==> src/gaes_pkg.sv <==
// gaes_pkg: types, constants and helpers for the gae advantage scan
// used by every module of the block but gaes_ram; depends on nothing

package gaes_pkg;

  localparam int ENVS = 64;
  localparam int LANE_W = (ENVS > 1) ? $clog2(ENVS) : 1;
  localparam int ENV_W = 6;
  localparam int DATA_W = 32;
  localparam int COEF_W = 17;
  localparam int FRAC_W = 16;
  localparam int PROD_W = DATA_W + COEF_W + 1;
  localparam int TERM_W = PROD_W - FRAC_W;
  localparam int DELTA_W = TERM_W + 1;
  localparam int SUM_W = DELTA_W + 1;
  localparam int ADDR_W = 3;
  localparam int PDATA_W = 32;
  localparam int OUT_DEPTH = 8;
  localparam int OUT_PTR_W = $clog2(OUT_DEPTH);

  localparam logic [COEF_W-1:0] DISCOUNT_RST = 17'd64881;
  localparam logic [COEF_W-1:0] DISCOUNT_LAMBDA_RST = 17'd61637;

  // register index codes, taken from paddr[2]
  localparam logic REG_DISCOUNT = 1'b0;
  localparam logic REG_DISCOUNT_LAMBDA = 1'b1;

  typedef struct packed {
    logic [ENV_W-1:0]         env_index;
    logic                     rollout_start;
    logic signed [DATA_W-1:0] reward;
    logic signed [DATA_W-1:0] value_estimate;
    logic                     done_req;
  } in_item_t;

  typedef struct packed {
    logic [ENV_W-1:0]         env_out;
    logic signed [DATA_W-1:0] advantage;
    logic signed [DATA_W-1:0] target_return;
  } out_item_t;

  typedef struct packed {
    logic [ENV_W-1:0]         env;
    logic [LANE_W-1:0]        lane;
    logic                     zero_state;
    logic                     cut;
    logic signed [DATA_W-1:0] reward;
    logic signed [DATA_W-1:0] value;
  } step_t;

  typedef struct packed {
    logic [COEF_W-1:0] discount;
    logic [COEF_W-1:0] discount_lambda;
  } coef_t;

  function automatic logic signed [DATA_W-1:0] sat32(input logic signed [SUM_W-1:0] v);
    logic signed [DATA_W-1:0] r;
    if ((&v[SUM_W-1:DATA_W-1]) || !(|v[SUM_W-1:DATA_W-1])) begin
      r = v[DATA_W-1:0];
    end else if (v[SUM_W-1]) begin
      r = {1'b1, {(DATA_W-1){1'b0}}};
    end else begin
      r = {1'b0, {(DATA_W-1){1'b1}}};
    end
    return r;
  endfunction

endpackage

==> src/gaes_front.sv <==
// gaes_front: input acceptance, lane and flag decode, two-entry step queue
// depends on gaes_pkg

module gaes_front (
  input  logic               clk,
  input  logic               rst,
  input  logic               in_valid,
  output logic               in_stall,
  input  gaes_pkg::in_item_t in_data,
  output logic               head_valid,
  output gaes_pkg::step_t    head,
  input  logic               pop
);

  gaes_pkg::step_t queue [2];
  gaes_pkg::step_t decoded;
  logic            wr_ptr;
  logic            rd_ptr;
  logic [1:0]      count;
  logic            push;

  always_comb begin
    decoded.env = in_data.env_index;
    decoded.lane = gaes_pkg::LANE_W'(in_data.env_index % gaes_pkg::ENVS);
    decoded.zero_state = in_data.rollout_start;
    decoded.cut = in_data.done_req;
    decoded.reward = in_data.reward;
    decoded.value = in_data.value_estimate;
  end

  assign in_stall = (count == 2'd2);
  assign push = in_valid && !in_stall;
  assign head_valid = (count != 2'd0);
  assign head = queue[rd_ptr];

  always_ff @(posedge clk) begin
    if (push) begin
      queue[wr_ptr] <= decoded;
    end
  end

  always_ff @(posedge clk) begin
    if (rst) begin
      wr_ptr <= 1'b0;
      rd_ptr <= 1'b0;
      count <= 2'd0;
    end else begin
      if (push) begin
        wr_ptr <= !wr_ptr;
      end
      if (pop) begin
        rd_ptr <= !rd_ptr;
      end
      count <= count + {1'b0, push} - {1'b0, pop};
    end
  end

endmodule

==> config.mk <==
export PLATFORM = sky130hd
export DESIGN_NAME = gaes_front
export DESIGN_NICKNAME = d
export VERILOG_FILES = /design/src/gaes_pkg.sv /design/src/gaes_front.sv
export SDC_FILE = /design/constraint.sdc
export NUM_CORES = 1
export LEC_CHECK = 0
export BUFFER_PORTS_ARGS = -buffer_cell sky130_fd_sc_hd__buf_2
export CAP_MARGIN = 15
export CELL_PAD_IN_SITES_DETAIL_PLACEMENT = 1
export CELL_PAD_IN_SITES_GLOBAL_PLACEMENT = 2
export CORE_ASPECT_RATIO = 1.1
export CORE_MARGIN = 4
export CORE_UTILIZATION = 35
export DETAILED_ROUTE_END_ITERATION = 7
export GPL_TIMING_DRIVEN = 0
export PLACE_DENSITY = 0.76
export SLEW_MARGIN = 15
export SYNTH_ARGS = -nofsm -noshare
export SYNTH_HDL_FRONTEND = slang
export SYNTH_SLANG_ARGS = --single-unit
==> constraint.sdc <==
create_clock -name clk -period 4.84 [get_ports clk]
set_input_delay 0.968 -clock clk [delete_from_list [all_inputs] [get_ports clk]]
set_output_delay 0.968 -clock clk [all_outputs]
set_load 0.1 [all_outputs]
==> flow_summary.yaml, run 1 <==
final_layout:
  nets: 510
  final_common_cell: "buf_2"
  area_growth_syn_to_layout_pct: 31.0
  final_cell_mix: "buf_2 (155), edfxtp_1 (144), mux2_2 (72), clkbuf_16 (17)"
  drive_above_1_share: 0.613
  diodes: 0
  stdcell_area_sq_um: 7200
  final_core_utilization: 0.473
clock_tree:
  clock-root-buffer: "clkbuf_16"
  clock_latency_ps: 400
  cts_setup_buffers: 0
  ctsHtreeMaxLevel: 4
  cts_resized: 0
  clockBufferDepth: 2
  cts_tree: "done"
  cts_made_buffers: 17
  holdBufCountCts: 0
  clkTransAtPathRegs_ps: 60
  cts.sinks: 149
global_routing:
  grt.overflow.total: 0
  grtUsageMet3: 0.0533
  grt_max_degree: 43
  antenna_found_initial: 0
  globalRouteMet2Util: 0.209
  grt_pass1_vias: 3186
  met1_usage: 0.132
  grt_pass1_wl_um: 16300
  busiest_layer: "met2"
  grt_use_total: 0.121
synthesis:
  synth-compound-area-share: 0.00182
  synth_cells: 256
  synthMuxAreaShare: 0.148
  synth-warning-count: 0
  synth_top_family_by_area: "multiplexers"
  synth-seq-cells: 149
  syn-num-nets: 334
  seq_area_frac_synth: 0.805
  yosys.area_share.simple: 0.0112
  synth_fa_ha_area_frac: 0.00455
  synth_xor_area_frac: 0.00319
  avgSynthCellArea_sq_um: 21.5
  synth_area_sq_um: 5500
  synth.area.top_cells: "edfxtp_1 (79%), mux2_2 (15%), dfxtp_1 (1.8%)"
  synth_top_area_cell: "edfxtp_1"
  synth_cell_types: 21
  netlist.area_leader.share: 0.787
placed_design:
  port_buffers: 155
  placed_cell_area_sq_um: 6580
  gp_congestion: 0.689
  dp.final_hpwl_um: 7290
  pre_cts_slack_ps: 2260
pwr:
  p_leak_uw: 0.00274
  peakVddDrop_mv: 0.350
  p_per_area_nw_per_um2: 567
timing:
  report.final.slew_viol_count: 0
  fin_setup_tns_ps: 0
  hold_viol_final: 0
  worst_pin_slew_ps: 497
  worst_slack_ps: 1970
  fmax_mhz: 348
  fin_crit_ps: 2870
  setup_viol: 0
  finalCritPeriodShare: 0.593
  relSlewSlack: 0.669
  rsz0062_at_grt: "no"
  finalClockSkew_ps: 4.41
route:
  wl_per_cell_um: 16.3
  firstDrtPassIters: 4
  drt_iter0_drc: 102
  drt_wl_total_um: 10500
  vias: 2866
  drcViolationCount: 0
  ant_nets: 0
  via_per_inst: 4.47
floorplanning:
  die_h_um: 139
  die-area_sq_um: 17800
  die_w_um: 127
  initial_core_util: 0.361
  rows: 47
  coreArea_sq_um: 15200
  ioPinCount: 156
worst_setup_path:
  startpoint_type: "flip-flop"
  crit_path_end_kind: "output port"
  critPathArrivalTime_ps: 1900
  critical_path_class: "flip-flop to output port"
  required_ps: 3870
  worstPathMaxFanout: 10
worst_hold_path:
  hp-class: "flip-flop to flip-flop"
job:
  cap_viol_max_count: 0
status:
  status: "finished, final reports clean"
[area by class of cell]
type,instances,area [sq um]
clock inverters,12,184
clock buffers,20,437
repair buffers,157,831
well taps,196,245
inverters,4,17.5
multi-input cells,89,928
plain buffers,14,131
fillers,1469,8030
flip-flops and latches,149,4420
[synth_stat cells]
master    instances
a21oi_1           1
and2_1            1
and3_2            1
buf_4             7
buf_6             7
dfxtp_1           5
edfxtp_1        144
ha_1              2
inv_1             3
inv_2             1
mux2_2           72
nand2_1           1
nand2b_2          1
nor2_1            3
nor2b_1           1
nor3_1            1
o21ai_0           1
or2_2             1
or3_1             1
xnor2_1           1
xor2_1            1
[layer usage]
layer  vias up  part of all wire
li1       1343                 -
met3        14             0.077
met4         0             0.013
met2        96              0.53
met5         -                 0
met1      1413              0.38
[worst max-delay path, cell delays in order, from the launching register on]
cell,delay (ps)
dfxtp_1,300
buf_4,220
buf_6,190
mux2_2,370
buf_4,130
buf_2,280
[state kept, by name, summed over array words and instances, names as in the netlist, named ones only]
| signal | count |
|---|---|
| count | 2 |
| wr_ptr | 1 |
| queue | 144 |
| rd_ptr | 1 |
[power breakdown]
group / internal [uW] / switching [uW]
Combinational: 212 / 921
Clock: 906 / 461
Sequential: 1560 / 26.3
[cell families (layout without fill, tap and decap cells)]
group	after synthesis	in the layout
AO/OA/AOI/OAI	2	2
XOR/XNOR	2	2
adder cells (fa/ha/maj)	2	2
buffers and inverters	18	207
flip-flops	149	149
multiplexers	72	72
AND/OR/NAND/NOR	11	11
[path summary, 6_finish.rpt]
kind                                     startpoint                     end  slack (ps)  cells past startpoint
worst max-delay path                      flip-flop                head[73]        1970                      5
worst min register to register  wr_ptr$_SDFFE_PP0P_     wr_ptr$_SDFFE_PP0P_         510                      2
worst min-delay path            wr_ptr$_SDFFE_PP0P_     wr_ptr$_SDFFE_PP0P_         510                      2
worst max register to register  count[0]$_SDFF_PP0_  queue[0][75]$_DFFE_PP_        2930                      5
[per-stage QoR]
| stage | hold slack (ps) | cells | power (uW) |
|---|---|---|---|
| floorplan | 451 | 256 | 2570 |
| global placement | 468 | 607 | 2740 |
| detailed placement | 506 | 609 | 2760 |
| CTS | 515 | 641 | 4140 |
| global route | 556 | 641 | 4250 |
| finish | 512 | 641 | 4080 |
Note: power is estimated with default switching activity, not from simulation.
==> run 2, diff against run 1 <==
ABC_AREA = 1   (was default)
PLACE_DENSITY = 0.74   (was 0.76)
clock period = 2.8 ns   (was 4.84 ns; I/O delays follow)
==> flow_summary.yaml, run 2 <==
status:
  status: "finished, final reports clean"
placed_design:
  placed_cell_area_sq_um: 6970
  port_buffers: 155
  placed_cells: 627
  dp.final_hpwl_um: 7820
  gp_congestion: 0.665
final_layout:
  nets: 520
  layoutNonFillerInstCount: 658
  largest_register: "queue"
  final_cell_mix: "buf_2 (155), edfxtp_1 (144), mux2_4 (70), clkbuf_16 (17)"
  largest_reg_flops: 144
  drive_above_1_share: 0.599
  reg_top3: "queue (144), count (2)"
  final_common_cell: "buf_2"
  diodes: 0
  area_growth_syn_to_layout_pct: 30.3
  stdcell_area_sq_um: 7590
timing:
  worst_pin_slew_ps: 529
  fin_crit_ps: 2410
  finalCritPeriodShare: 0.860
  setup_viol: 0
  hold_viol_final: 0
  finalClockSkew_ps: 6.72
  fmax_mhz: 415
  rsz0062_at_grt: "no"
  report.final.slew_viol_count: 0
  relSlewSlack: 0.649
worst_setup_path:
  crit_path_end_kind: "output port"
  required_ps: 2240
  worstPathMaxFanout: 10
  startpoint_type: "flip-flop"
  reg2reg_slack_ps: 1050
  critical_path_class: "flip-flop to output port"
  critPathArrivalTime_ps: 1850
floorplanning:
  initial_core_util: 0.356
  rows: 49
  ioPinCount: 156
  die_w_um: 131
  coreArea_sq_um: 16400
  die_h_um: 143
  die-area_sq_um: 18800
synthesis:
  seq_area_frac_synth: 0.759
  yosysMostFrequentCell: "edfxtp_1"
  synth_top_area_cell: "edfxtp_1"
  synth_area_sq_um: 5830
  synth-warning-count: 0
  syn-num-nets: 342
  synthArstFlopShare: 0
  netlist.area_leader.share: 0.742
  synth_cells: 264
  synth_edf_count: 144
  synth_cell_types: 14
  synth-seq-cells: 149
  synth_commonest_cells: "edfxtp_1 (144), mux2_4 (70), inv_1 (9)"
  synth.area.top_cells: "edfxtp_1 (74%), mux2_4 (18%), buf_12 (2.4%)"
  synth_ff_type: "edfxtp_1"
  avgSynthCellArea_sq_um: 22.1
job:
  cap_viol_max_count: 0
route:
  via_per_inst: 4.42
  firstDrtPassIters: 4
  ant_nets: 0
  drt_wl_total_um: 11000
  vias: 2906
  drt_iter0_drc: 148
  drcViolationCount: 0
  wl_per_cell_um: 16.8
global_routing:
  grt_pass1_wl_um: 17300
  grt_use_total: 0.124
  grt.overflow.total: 0
  grt_pass1_vias: 3268
  antenna_found_initial: 1
  grt_max_degree: 48
pwr:
  peakVddDrop_mv: 0.480
  p_leak_uw: 0.00307
  p_per_area_nw_per_um2: 933
  power_uw: 7090
clock_tree:
  cts_setup_buffers: 0
  clkTransAtPathRegs_ps: 60
  holdBufCountCts: 0
  cts_resized: 0
  clock-root-buffer: "clkbuf_16"
  clock_latency_ps: 410
  clockBufferDepth: 2
  cts_made_buffers: 17
  cts_tree: "done"
  cts.sinks: 149
  ctsHtreeMaxLevel: 4
worst_hold_path:
  hp-class: "input port to flip-flop"
-- run 2: cell types whose count changed after synthesis, sizes merged, moves of 2 or more --
cell	delta
inv	+5
nor2	+3
nand3	+2
nand2	+6
-- run 2: layout make-up --
class	instances	area [sq um]
Fill cell	1601	8770
Sequential cell	149	4420
Multi-Input combinational cell	92	1180
Timing Repair Buffer	159	878
Clock buffer	21	440
Tap cell	204	255
Buffer	14	196
Clock inverter	10	180
Inverter	9	36.3
-- run 2: worst paths after layout --
check | from | endpoint | depth (start not counted)
hold / removal | in_data[41] | queue[1][40]$_DFFE_PP_ | 1
setup reg to reg | count[0]$_SDFF_PP0_ | queue[0][25]$_DFFE_PP_ | 6
hold reg to reg | rd_ptr$_SDFFE_PP0P_ | rd_ptr$_SDFFE_PP0P_ | 2
setup / recovery | flip-flop | head[75] | 5
-- run 2: cell families after synthesis --
group	share of synthesized area
multiplexers	0.184
AO/OA/AOI/OAI	0.00172
buffers and inverters	0.0395
adder cells (fa/ha/maj)	0.00429
flip-flops	0.759
AND/OR/NAND/NOR	0.0101
XOR/XNOR	0.00150
-- run 2: worst max-delay path, stage by stage, from the launching register on --
cell and delay [ps]:
dfxtp_1 320, buf_6 210, buf_12 180, mux2_4 310
buf_4 130, buf_2 280
-- run 2: where the power goes --
group	internal (uW)	switching [uW]	total, uW
clock network	1570	821	2390
registers	2670	47.8	2720
logic	460	1510	1970
total	4700	2380	7090
-- run 2: through the flow --
step / util / worst slack, ps / hold slack (ps) / setup TNS, ps
global placement: 0.420 / -675 / 493 / -56020
CTS: 0.464 / 332 / 306 / 0
detailed placement: 0.426 / 787 / 506 / 0
floorplan: - / 313 / 480 / 0
global route: 0.464 / 312 / 307 / 0
finish: 0.464 / 392 / 337 / 0
-- run 2: routing by layer --
metal | routed length (um) | vias to the layer above | GRT usage
met1 | 4360 | 1419 | 0.139
met5 | 12 | - | 0
met3 | 673 | 15 | 0.0442
met2 | 5820 | 101 | 0.213
li1 | - | 1369 | -
met4 | 162 | 2 | 0.0520
